<file path="src/rtl/assert_macros.svh">
// Assertion macros shared by the dispatch table RTL.
// No dependencies; each file that asserts includes this header.
`ifndef ASSERT_MACROS_SVH
`define ASSERT_MACROS_SVH

// Same-cycle implication, disabled while reset is held.
`define ASSERT_IMPL(label, ante, cons) \
    label: assert property (@(posedge i_clk) disable iff (!i_rst_n) (ante) |-> (cons)) \
        else $error("assertion failed");

// Next-cycle implication, disabled while reset is held.
`define ASSERT_NEXT(label, ante, cons) \
    label: assert property (@(posedge i_clk) disable iff (!i_rst_n) (ante) |=> (cons)) \
        else $error("assertion failed");

`endif

</file>
<file path="src/rtl/ptdt_pkg.sv">
// Package for the periodic task dispatch table: op and status codes,
// entry record and controller/datapath command and status structs. No dependencies.
package ptdt_pkg;

    localparam int DEF_MAX_ENTRIES = 32;

    localparam logic [3:0] OP_POLL    = 4'd0;
    localparam logic [3:0] OP_ADD     = 4'd1;
    localparam logic [3:0] OP_DELETE  = 4'd2;
    localparam logic [3:0] OP_SET_RUN = 4'd3;
    localparam logic [3:0] OP_SET_ALL = 4'd4;
    localparam logic [3:0] OP_SET_PER = 4'd5;
    localparam logic [3:0] OP_REPLACE = 4'd6;
    localparam logic [3:0] OP_CLEAR   = 4'd7;
    localparam logic [3:0] OP_COMPACT = 4'd8;
    localparam logic [3:0] OP_DEDUPE  = 4'd9;

    localparam logic [1:0] ST_OK        = 2'd0;
    localparam logic [1:0] ST_NOT_FOUND = 2'd1;
    localparam logic [1:0] ST_FULL      = 2'd2;
    localparam logic [1:0] ST_NO_TASKS  = 2'd3;

    typedef struct packed {
        logic [15:0] key;
        logic [15:0] period;
        logic [31:0] due;
        logic        run;
    } t_entry;

    typedef struct packed {
        logic load;
        logic rd;
        logic ev;
        logic ird;
        logic iev;
    } t_cmd;

    typedef struct packed {
        logic imm;
        logic done;
        logic inner;
    } t_sts;

endpackage

</file>
<file path="src/rtl/ptdt_ctrl.sv">
// Controller state machine for the dispatch table.
// Depends on ptdt_pkg (command/status structs) and assert_macros.svh.
`include "assert_macros.svh"
module ptdt_ctrl (
    input  logic           i_clk,
    input  logic           i_rst_n,
    input  logic           start,
    output logic           busy,
    output logic           o_strobe,
    input  ptdt_pkg::t_sts i_sts,
    output ptdt_pkg::t_cmd o_cmd
);
    import ptdt_pkg::*;

    localparam logic [2:0] S_IDLE = 3'd0;
    localparam logic [2:0] S_RD   = 3'd1;
    localparam logic [2:0] S_EV   = 3'd2;
    localparam logic [2:0] S_IRD  = 3'd3;
    localparam logic [2:0] S_IEV  = 3'd4;
    localparam logic [2:0] S_OUT  = 3'd5;

    logic [2:0] r_state, n_state;

    always_comb begin
        n_state = r_state;
        o_cmd   = '0;
        unique case (r_state)
            S_IDLE: begin
                if (start) begin
                    o_cmd.load = 1'b1;
                    n_state    = i_sts.imm ? S_OUT : S_RD;
                end
            end
            S_RD: begin
                o_cmd.rd = 1'b1;
                n_state  = S_EV;
            end
            S_EV, S_IEV: begin
                o_cmd.ev  = (r_state == S_EV);
                o_cmd.iev = (r_state == S_IEV);
                priority if (i_sts.done) n_state = S_OUT;
                else if (i_sts.inner)    n_state = S_IRD;
                else                     n_state = S_RD;
            end
            S_IRD: begin
                o_cmd.ird = 1'b1;
                n_state   = S_IEV;
            end
            S_OUT: n_state = S_IDLE;
            default: n_state = S_IDLE;
        endcase
    end

    always_ff @(posedge i_clk) begin
        if (!i_rst_n) begin
            r_state <= S_IDLE;
        end else begin
            r_state <= n_state;
        end
    end

    assign busy     = (r_state != S_IDLE);
    assign o_strobe = (r_state == S_OUT);

    `ASSERT_NEXT(a_out_one_cycle, r_state == S_OUT, r_state == S_IDLE)
    `ASSERT_NEXT(a_accept_goes_busy, start && !busy, busy)
    `ASSERT_IMPL(a_cmd_onehot, 1'b1, $onehot0(o_cmd))

endmodule

</file>
<file path="src/rtl/ptdt_datapath.sv">
// Datapath for the dispatch table: entry memory, valid bits, counters, results.
// Depends on ptdt_pkg (codes, entry record, structs) and assert_macros.svh.
`include "assert_macros.svh"
module ptdt_datapath #(
    parameter int MAX_ENTRIES = ptdt_pkg::DEF_MAX_ENTRIES
) (
    input  logic           i_clk,
    input  logic           i_rst_n,
    input  ptdt_pkg::t_cmd i_cmd,
    output ptdt_pkg::t_sts o_sts,
    input  logic [3:0]     i_op,
    input  logic [31:0]    i_now_ms,
    input  logic [15:0]    i_key,
    input  logic [15:0]    i_new_key,
    input  logic [15:0]    i_period,
    input  logic           i_run_flag,
    output logic [1:0]     o_status,
    output logic           o_dispatch,
    output logic [15:0]    o_dispatch_key,
    output logic [4:0]     o_dispatch_slot,
    output logic [5:0]     o_entry_count
);
    import ptdt_pkg::*;

    localparam int IW = (MAX_ENTRIES > 1) ? $clog2(MAX_ENTRIES) : 1;
    localparam int CW = $clog2(MAX_ENTRIES + 1);
    localparam logic [CW-1:0] MAX_C  = CW'(MAX_ENTRIES);
    localparam logic [CW-1:0] LAST_C = CW'(MAX_ENTRIES - 1);

    t_entry r_mem [MAX_ENTRIES];
    t_entry r_rd;
    logic   r_rd_vld;
    t_entry d;

    logic [MAX_ENTRIES-1:0] r_valid, n_valid;
    logic [CW-1:0] r_count, n_count, r_ptr, n_ptr;
    logic [CW-1:0] r_i, n_i, r_j, n_j, r_slot, n_slot;
    logic [15:0]   r_ref, n_ref;
    logic [3:0]    r_op;
    logic [31:0]   r_now;
    logic [15:0]   r_key, r_nkey, r_per;
    logic          r_run;
    logic [1:0]    r_status, n_status;
    logic          r_disp, n_disp;
    logic [15:0]   r_dkey, n_dkey;

    logic          w_en;
    logic [IW-1:0] w_addr;
    t_entry        w_data;
    logic [IW-1:0] rd_addr;
    logic          lookup_op, i_last, j_last, i_last2;
    logic          imm_op;
    logic [CW-1:0] jn;
    logic [63:0]   slot_ext, count_ext;

    assign d         = r_rd_vld ? r_rd : '0;
    assign lookup_op = (r_op == OP_DELETE) || (r_op == OP_SET_RUN) ||
                       (r_op == OP_SET_PER) || (r_op == OP_REPLACE);
    assign i_last    = ((CW+1)'(r_i) + (CW+1)'(1)) >= (CW+1)'(r_count);
    assign i_last2   = ((CW+1)'(r_i) + (CW+1)'(2)) >= (CW+1)'(r_count);
    assign j_last    = ((CW+1)'(r_j) + (CW+1)'(1)) >= (CW+1)'(r_count);
    assign jn        = (d.key != 16'd0) ? r_j + 1'b1 : r_j;
    assign rd_addr   = i_cmd.ird ? r_j[IW-1:0] : r_i[IW-1:0];

    always_comb begin
        imm_op = (r_count == '0) ? ((i_op == OP_POLL) || (i_op == OP_DELETE) ||
                 (i_op == OP_SET_RUN) || (i_op == OP_SET_PER) || (i_op == OP_REPLACE) ||
                 (i_op == OP_COMPACT) || (i_op == OP_DEDUPE)) : 1'b0;
        imm_op = imm_op || (i_op == OP_ADD) || (i_op == OP_CLEAR) || (i_op > OP_DEDUPE);
    end

    always_comb begin
        n_count  = r_count;
        n_ptr    = r_ptr;
        n_i      = r_i;
        n_j      = r_j;
        n_ref    = r_ref;
        n_slot   = r_slot;
        n_status = r_status;
        n_disp   = r_disp;
        n_dkey   = r_dkey;
        n_valid  = r_valid;
        w_en     = 1'b0;
        w_addr   = r_i[IW-1:0];
        w_data   = d;
        o_sts.imm   = imm_op;
        o_sts.done  = 1'b0;
        o_sts.inner = 1'b0;
        if (i_cmd.load) begin
            n_status = ST_OK;
            n_disp   = 1'b0;
            n_dkey   = '0;
            n_slot   = '0;
            n_i      = '0;
            n_j      = '0;
            case (i_op)
                OP_POLL: begin
                    if (r_count == '0) n_status = ST_NO_TASKS;
                    else n_i = (r_ptr >= r_count) ? '0 : r_ptr;
                end
                OP_ADD: begin
                    if (r_count >= MAX_C) begin
                        n_status = ST_FULL;
                    end else begin
                        w_en   = 1'b1;
                        w_addr = r_count[IW-1:0];
                        w_data = '{key: i_key, period: i_period, due: 32'd0, run: i_run_flag};
                        n_count = r_count + 1'b1;
                        n_slot  = r_count;
                    end
                end
                OP_DELETE, OP_SET_RUN, OP_SET_PER, OP_REPLACE: begin
                    if (r_count == '0) n_status = ST_NOT_FOUND;
                end
                OP_CLEAR: begin
                    n_valid = '0;
                    n_count = '0;
                    n_ptr   = '0;
                end
                default: ;
            endcase
        end else if (i_cmd.ev) begin
            if (r_op == OP_POLL) begin
                n_slot = r_i;
                if (d.key != 16'd0 && d.run && d.due <= r_now) begin
                    n_disp = 1'b1;
                    n_dkey = d.key;
                    w_en   = 1'b1;
                    w_data.due = r_now + {16'd0, d.period};
                end
                n_ptr = i_last ? '0 : r_i + 1'b1;
                o_sts.done = 1'b1;
            end else if (lookup_op) begin
                if (d.key == r_key) begin
                    w_en   = 1'b1;
                    n_slot = r_i;
                    case (r_op)
                        OP_DELETE:  w_data.key = 16'd0;
                        OP_SET_RUN: w_data.run = r_run;
                        OP_SET_PER: begin
                            w_data.period = r_per;
                            w_data.due    = r_now + {16'd0, r_per};
                        end
                        default: begin
                            w_data = '{key: r_nkey, period: r_per,
                                       due: r_now + {16'd0, r_per}, run: r_run};
                        end
                    endcase
                    o_sts.done = 1'b1;
                end else if (i_last) begin
                    n_status   = ST_NOT_FOUND;
                    o_sts.done = 1'b1;
                end else begin
                    n_i = r_i + 1'b1;
                end
            end else if (r_op == OP_SET_ALL) begin
                w_en       = 1'b1;
                w_data.run = r_run;
                if (r_i == LAST_C) o_sts.done = 1'b1;
                else n_i = r_i + 1'b1;
            end else if (r_op == OP_COMPACT) begin
                if (d.key != 16'd0) begin
                    w_en   = 1'b1;
                    w_addr = r_j[IW-1:0];
                end
                n_j = jn;
                if (i_last) begin
                    n_count = jn;
                    n_ptr   = (r_ptr >= jn) ? '0 : r_ptr;
                    for (int k = 0; k < MAX_ENTRIES; k++) begin
                        if (CW'(k) >= jn) n_valid[k] = 1'b0;
                    end
                    o_sts.done = 1'b1;
                end else begin
                    n_i = r_i + 1'b1;
                end
            end else if (r_op == OP_DEDUPE) begin
                if (d.key != 16'd0 && !i_last) begin
                    n_ref       = d.key;
                    n_j         = r_i + 1'b1;
                    o_sts.inner = 1'b1;
                end else if (i_last) begin
                    o_sts.done = 1'b1;
                end else begin
                    n_i = r_i + 1'b1;
                end
            end else begin
                o_sts.done = 1'b1;
            end
        end else if (i_cmd.iev) begin
            w_addr = r_j[IW-1:0];
            if (d.key == r_ref) begin
                w_en       = 1'b1;
                w_data.key = 16'd0;
            end
            if (j_last) begin
                if (i_last2) o_sts.done = 1'b1;
                else n_i = r_i + 1'b1;
            end else begin
                n_j         = r_j + 1'b1;
                o_sts.inner = 1'b1;
            end
        end
        if (w_en) n_valid[w_addr] = 1'b1;
    end

    always_ff @(posedge i_clk) begin
        if (w_en) r_mem[w_addr] <= w_data;
        if (i_cmd.rd || i_cmd.ird) begin
            r_rd     <= r_mem[rd_addr];
            r_rd_vld <= r_valid[rd_addr];
        end
        if (i_cmd.load) begin
            r_op   <= i_op;
            r_now  <= i_now_ms;
            r_key  <= i_key;
            r_nkey <= i_new_key;
            r_per  <= i_period;
            r_run  <= i_run_flag;
        end
        r_i      <= n_i;
        r_j      <= n_j;
        r_ref    <= n_ref;
        r_slot   <= n_slot;
        r_status <= n_status;
        r_disp   <= n_disp;
        r_dkey   <= n_dkey;
    end

    always_ff @(posedge i_clk) begin
        if (!i_rst_n) begin
            r_valid <= '0;
            r_count <= '0;
            r_ptr   <= '0;
        end else begin
            r_valid <= n_valid;
            r_count <= n_count;
            r_ptr   <= n_ptr;
        end
    end

    assign slot_ext        = 64'(r_slot);
    assign count_ext       = 64'(r_count);
    assign o_status        = r_status;
    assign o_dispatch      = r_disp;
    assign o_dispatch_key  = r_dkey;
    assign o_dispatch_slot = slot_ext[4:0];
    assign o_entry_count   = count_ext[5:0];

    `ASSERT_IMPL(a_count_range, 1'b1, r_count <= MAX_C)
    `ASSERT_IMPL(a_ptr_range, 1'b1, (r_ptr == '0) || (r_ptr < r_count))
    `ASSERT_IMPL(a_single_write, i_cmd.rd || i_cmd.ird, !w_en)

endmodule

</file>
<file path="src/rtl/periodic_task_dispatch_table.sv">
// Periodic task dispatch table, top level: controller plus datapath.
// Add, clear, unknown ops, and other ops except set-all on an empty table, go straight to the strobe;
// other ops read and evaluate entries one at a time: poll one entry, lookups until a match,
// set-all all MAX_ENTRIES slots, compact every entry, dedupe each nonzero entry against later ones.
// One item at a time; busy stays high through the result strobe; receiver cannot stall.
// Reset (synchronous, active low) empties the table at once via valid bits.
module periodic_task_dispatch_table #(
    parameter int MAX_ENTRIES = ptdt_pkg::DEF_MAX_ENTRIES
) (
    input  logic        i_clk,
    input  logic        i_rst_n,
    input  logic        start,
    output logic        busy,
    input  logic [3:0]  i_op,
    input  logic [31:0] i_now_ms,
    input  logic [15:0] i_key,
    input  logic [15:0] i_new_key,
    input  logic [15:0] i_period,
    input  logic        i_run_flag,
    output logic        o_strobe,
    output logic [1:0]  o_status,
    output logic        o_dispatch,
    output logic [15:0] o_dispatch_key,
    output logic [4:0]  o_dispatch_slot,
    output logic [5:0]  o_entry_count
);
    import ptdt_pkg::*;

    t_cmd cmd;
    t_sts sts;

    ptdt_ctrl u_ctrl (
        .i_clk    (i_clk),
        .i_rst_n  (i_rst_n),
        .start    (start),
        .busy     (busy),
        .o_strobe (o_strobe),
        .i_sts    (sts),
        .o_cmd    (cmd)
    );

    ptdt_datapath #(
        .MAX_ENTRIES (MAX_ENTRIES)
    ) u_dp (
        .i_clk           (i_clk),
        .i_rst_n         (i_rst_n),
        .i_cmd           (cmd),
        .o_sts           (sts),
        .i_op            (i_op),
        .i_now_ms        (i_now_ms),
        .i_key           (i_key),
        .i_new_key       (i_new_key),
        .i_period        (i_period),
        .i_run_flag      (i_run_flag),
        .o_status        (o_status),
        .o_dispatch      (o_dispatch),
        .o_dispatch_key  (o_dispatch_key),
        .o_dispatch_slot (o_dispatch_slot),
        .o_entry_count   (o_entry_count)
    );

endmodule
</file>
<file path="config.mk">
export PLATFORM = sky130hd
export DESIGN_NAME = periodic_task_dispatch_table
export DESIGN_NICKNAME = d
export VERILOG_FILES = /design/src/rtl/ptdt_pkg.sv /design/src/rtl/ptdt_ctrl.sv /design/src/rtl/ptdt_datapath.sv /design/src/rtl/periodic_task_dispatch_table.sv
export VERILOG_INCLUDE_DIRS = /design/src /design/src/rtl
export SDC_FILE = /design/constraint.sdc
export NUM_CORES = 2
export LEC_CHECK = 0
export BUFFER_PORTS_ARGS = -buffer_cell sky130_fd_sc_hd__buf_2
export CAP_MARGIN = 20
export CELL_PAD_IN_SITES_DETAIL_PLACEMENT = 1
export CELL_PAD_IN_SITES_GLOBAL_PLACEMENT = 2
export CORE_ASPECT_RATIO = 0.6
export CORE_MARGIN = 3
export CORE_UTILIZATION = 40
export DETAILED_ROUTE_END_ITERATION = 10
export PLACE_DENSITY_LB_ADDON = 0.1
export SLEW_MARGIN = 20
export SYNTH_ARGS = -nofsm -noshare
export SYNTH_HDL_FRONTEND = slang
export SYNTH_SLANG_ARGS = --single-unit
export TNS_END_PERCENT = 1
</file>
<file path="constraint.sdc">
create_clock -name i_clk -period 7.8 [get_ports i_clk]
set_input_delay 1.56 -clock i_clk [delete_from_list [all_inputs] [get_ports i_clk]]
set_output_delay 1.56 -clock i_clk [all_outputs]
set_load 0.02 [all_outputs]
</file>
==> impl_metrics.ini <==
[cts]
ctsResizeCount = 0
cts_sinks = 2330
cts_setup_buffers = 0
holdBufCountCts = 0
cts_root_buf = clkbuf_16
path_clk_slew_ns = 0.07
clockBufferDepth = 4
cts_tree = built
clock_latency_ns = 0.90
htree_levels = 4
cts_buffers = 228

[synthesis]
synth.distinct_cells = 91
yosysTopAreaCellShare = 0.687
async_flop_share = 0
synth.yosys.seq_area_share = 0.701
synthesis.nets = 8323
synth_area_leaders = edfxtp_1, nand2_1, nand3_1
synth_edf_count = 2260
syn_inst = 8137
synth_area_um2 = 98800
synth_ff_type = edfxtp_1
synth.most_common_cell = nand2_1
synth.avg_cell_area_um2 = 12.1
yosysWarnings = 0
ys_seq_elements = 2330
synth_top_cells_by_count = nand2_1, edfxtp_1, nand3_1
synth_top_area_cell = edfxtp_1

[floorplan]
rows = 140
ioPinCount = 120
core-area_um2 = 244000
start_util = 0.405
die_area_um2 = 253000
die_h_um = 391
die_x_um = 648

[power_and_ir_drop]
p_int_w = 0.0262
swShare = 0.415
power_density_nw_per_um2 = 402
clkPwrFrac = 0.239
power.leakage_nw = 38.6
comb_power_share = 0.394
p_sw_w = 0.0186
worst_ir_drop_vdd_v = 0.000248
seqPwrFrac = 0.367

[critical_path]
critical_path_depth = 12
r2r_cells = 12
required_ns = 8.33
cp_top_family = compound AO/OA/AOI/OAI gates
crit_fanout = 32
crit_slowest_cell = a211o_1
endpoint_kind = flop
crit_chain = and2_1, ha_1, nand4_1, nor4_1, buf_4, a21boi_0, o41ai_1, a21oi_1, o21ai_0, o21ai_1, buf_4, a211o_1
crit_type = flop to flop
cp_slowest_stage_delay_ns = 0.90
crit_top_cell = buf_4
startpoint_type = flop
cp_data_arrival_time_ns = 6.72
worst-path-buf-inv = 2

[sta]
skew_ns = 0.0465
fmax_ghz = 0.161
setup_slack_ns = 1.61
worstMarginPinSlew_ns = 1.16
period_needed_ns = 6.19
rsz0062_at_grt = no
slew_headroom = 0.209
fin_crit_sh = 0.794
finalMaxSlewViolations = 0
hold_viol_final = 0
holdWs_ns = 0.462
setup_viol = 0

[global_route]
grt_first_pass_wirelength_mm = 508
first_global_vias = 68000
antenna_found_initial = 8
grt_max_degree = 122
grtUsageTotal = 0.276
grt-ovfl-total = 0

[place]
gp_congestion = 0.917
hpwlAfterDp_mm = 202
place_inst = 11200
io_buffer_count = 119
pre_cts_slack_ns = 1.92

[route]
wl_per_cell_um = 30.7
firstDrtPassIters = 6
drt_iter0_drc = 7253
ant_nets = 0
drc = 0
drt_wl_total_mm = 356
vias = 68800
viasPerCell = 5.93

[final_layout]
drive_above_1_share = 0.0925
multi_input_area_um2 = 27700
area_growth_pct = 12.6
seqCellArea_um2 = 69300
nets = 8318
fillers = 25100
fin_cells = 11600

[flow_run]
max_cap_violations = 0

[hold_path]
hp-class = flop to flop
min_path_cells = 2

[run_status]
status = finished clean
## final timing paths
check	from	to	slack (ns)
setup / recovery	u_dp.r_rd_vld	u_dp.r_mem[25][27]	1.61
hold / removal	u_dp.o_dispatch_key[4]	u_dp.o_dispatch_key[4]	0.46
setup reg to reg	u_dp.r_rd_vld	u_dp.r_mem[25][27]	1.61
hold reg to reg	u_dp.o_dispatch_key[4]	u_dp.o_dispatch_key[4]	0.46
## placed cells by master, fill, tap and decap left out, types with 18 or more instances in the layout
master     instances
inv_1             97
nor2_1           100
buf_12            63
a211oi_1          30
clkbuf_1          47
xnor2_1           52
buf_2            119
dfxtp_1           70
or3_1             18
o21ai_0          120
a21o_1            88
edfxtp_1        2260
clkbuf_16        230
buf_4            133
a21oi_1           98
mux2i_1           22
nand4_1           22
nor3_2            33
a311oi_1         334
ha_1              96
clkinv_2          47
and3_1           169
nor3_1            41
clkinv_1          57
nand2_1         2323
a31oi_1           86
a22oi_1           28
o211ai_1          29
and2_1            51
nand3_1         1066
## per-stage QoR
step	instance area, um^2	util	total power (W)	setup TNS (ns)
final	111000	0.456	0.0448	0
after global routing	111000	0.456	0.0469	0
after CTS	111000	0.456	0.0450	0
after detailed placement	104000	0.427	0.0342	0
after global placement	104000	0.427	0.0340	0
after floorplan	98800	-	0.0264	-946.93
## worst register-to-register path, delay by kind of cell, from the launching register on
kind,cells,cell delay [ns]
AOI/OAI and AO/OA,6,3.34
adders and majority gates,1,0.33
buffers and inverters,2,0.54
DFF,1,0.67
and+or+nand+nor,3,0.94
## state kept, by name, summed over array words and instances, names as in the netlist, 5 cells and up
signal / count
u_dp.r_j: 6
u_dp.o_dispatch_key: 16
u_dp.r_ptr: 6
u_dp.r_valid: 32
u_dp.r_key: 16
u_dp.r_ref: 16
u_dp.r_rd: 65
u_dp.r_now: 32
u_dp.r_slot: 5
u_dp.r_i: 6
u_dp.r_mem: 2080
u_dp.r_per: 16
u_dp.r_nkey: 16
u_dp.o_entry_count: 6
## power groups by stage
stage / registers [W] / logic, W / clock network, W
5_1_grt: 0.0165 / 0.0190 / 0.0114
2_1_floorplan: 0.0165 / 0.00994 / 0
3_5_place_dp: 0.0167 / 0.0176 / 0
4_1_cts: 0.0164 / 0.0177 / 0.0109
3_3_place_gp: 0.0167 / 0.0173 / 0
6_report: 0.0164 / 0.0177 / 0.0107
## cell families (layout without fill, tap and decap cells)
logic type / after synthesis / count (layout) / share of synthesized area
compound gates: 1034 / 1034 / 0.0777
xor+xnor: 62 / 62 / 0.00549
fa+ha+maj: 99 / 99 / 0.0127
buf+inv: 650 / 828 / 0.0261
flops: 2330 / 2330 / 0.701
mux: 31 / 31 / 0.00322
other cells: 0 / 3 / 0
simple gates: 3931 / 3931 / 0.174
## area by class of cell
type / count / area share
Clock inverter: 131 / 0.00825
Sequential cell: 2330 / 0.622
Tap cell: 3266 / 0.0367
Antenna cell: 3 / 0.0000675
Inverter: 98 / 0.00335
Clock buffer: 282 / 0.0538
Multi-Input combinational cell: 5157 / 0.249
Timing Repair Buffer: 317 / 0.0261
## routing by layer
metal | routed length, um | up-vias | global-route usage
met5 | 0 | - | 0
li1 | - | 30100 | -
met1 | 171000 | 36200 | 0.425
met2 | 157000 | 2090 | 0.419
met3 | 20800 | 356 | 0.0354
met4 | 7160 | 0 | 0.0544
(Power assumes the default switching activity.)
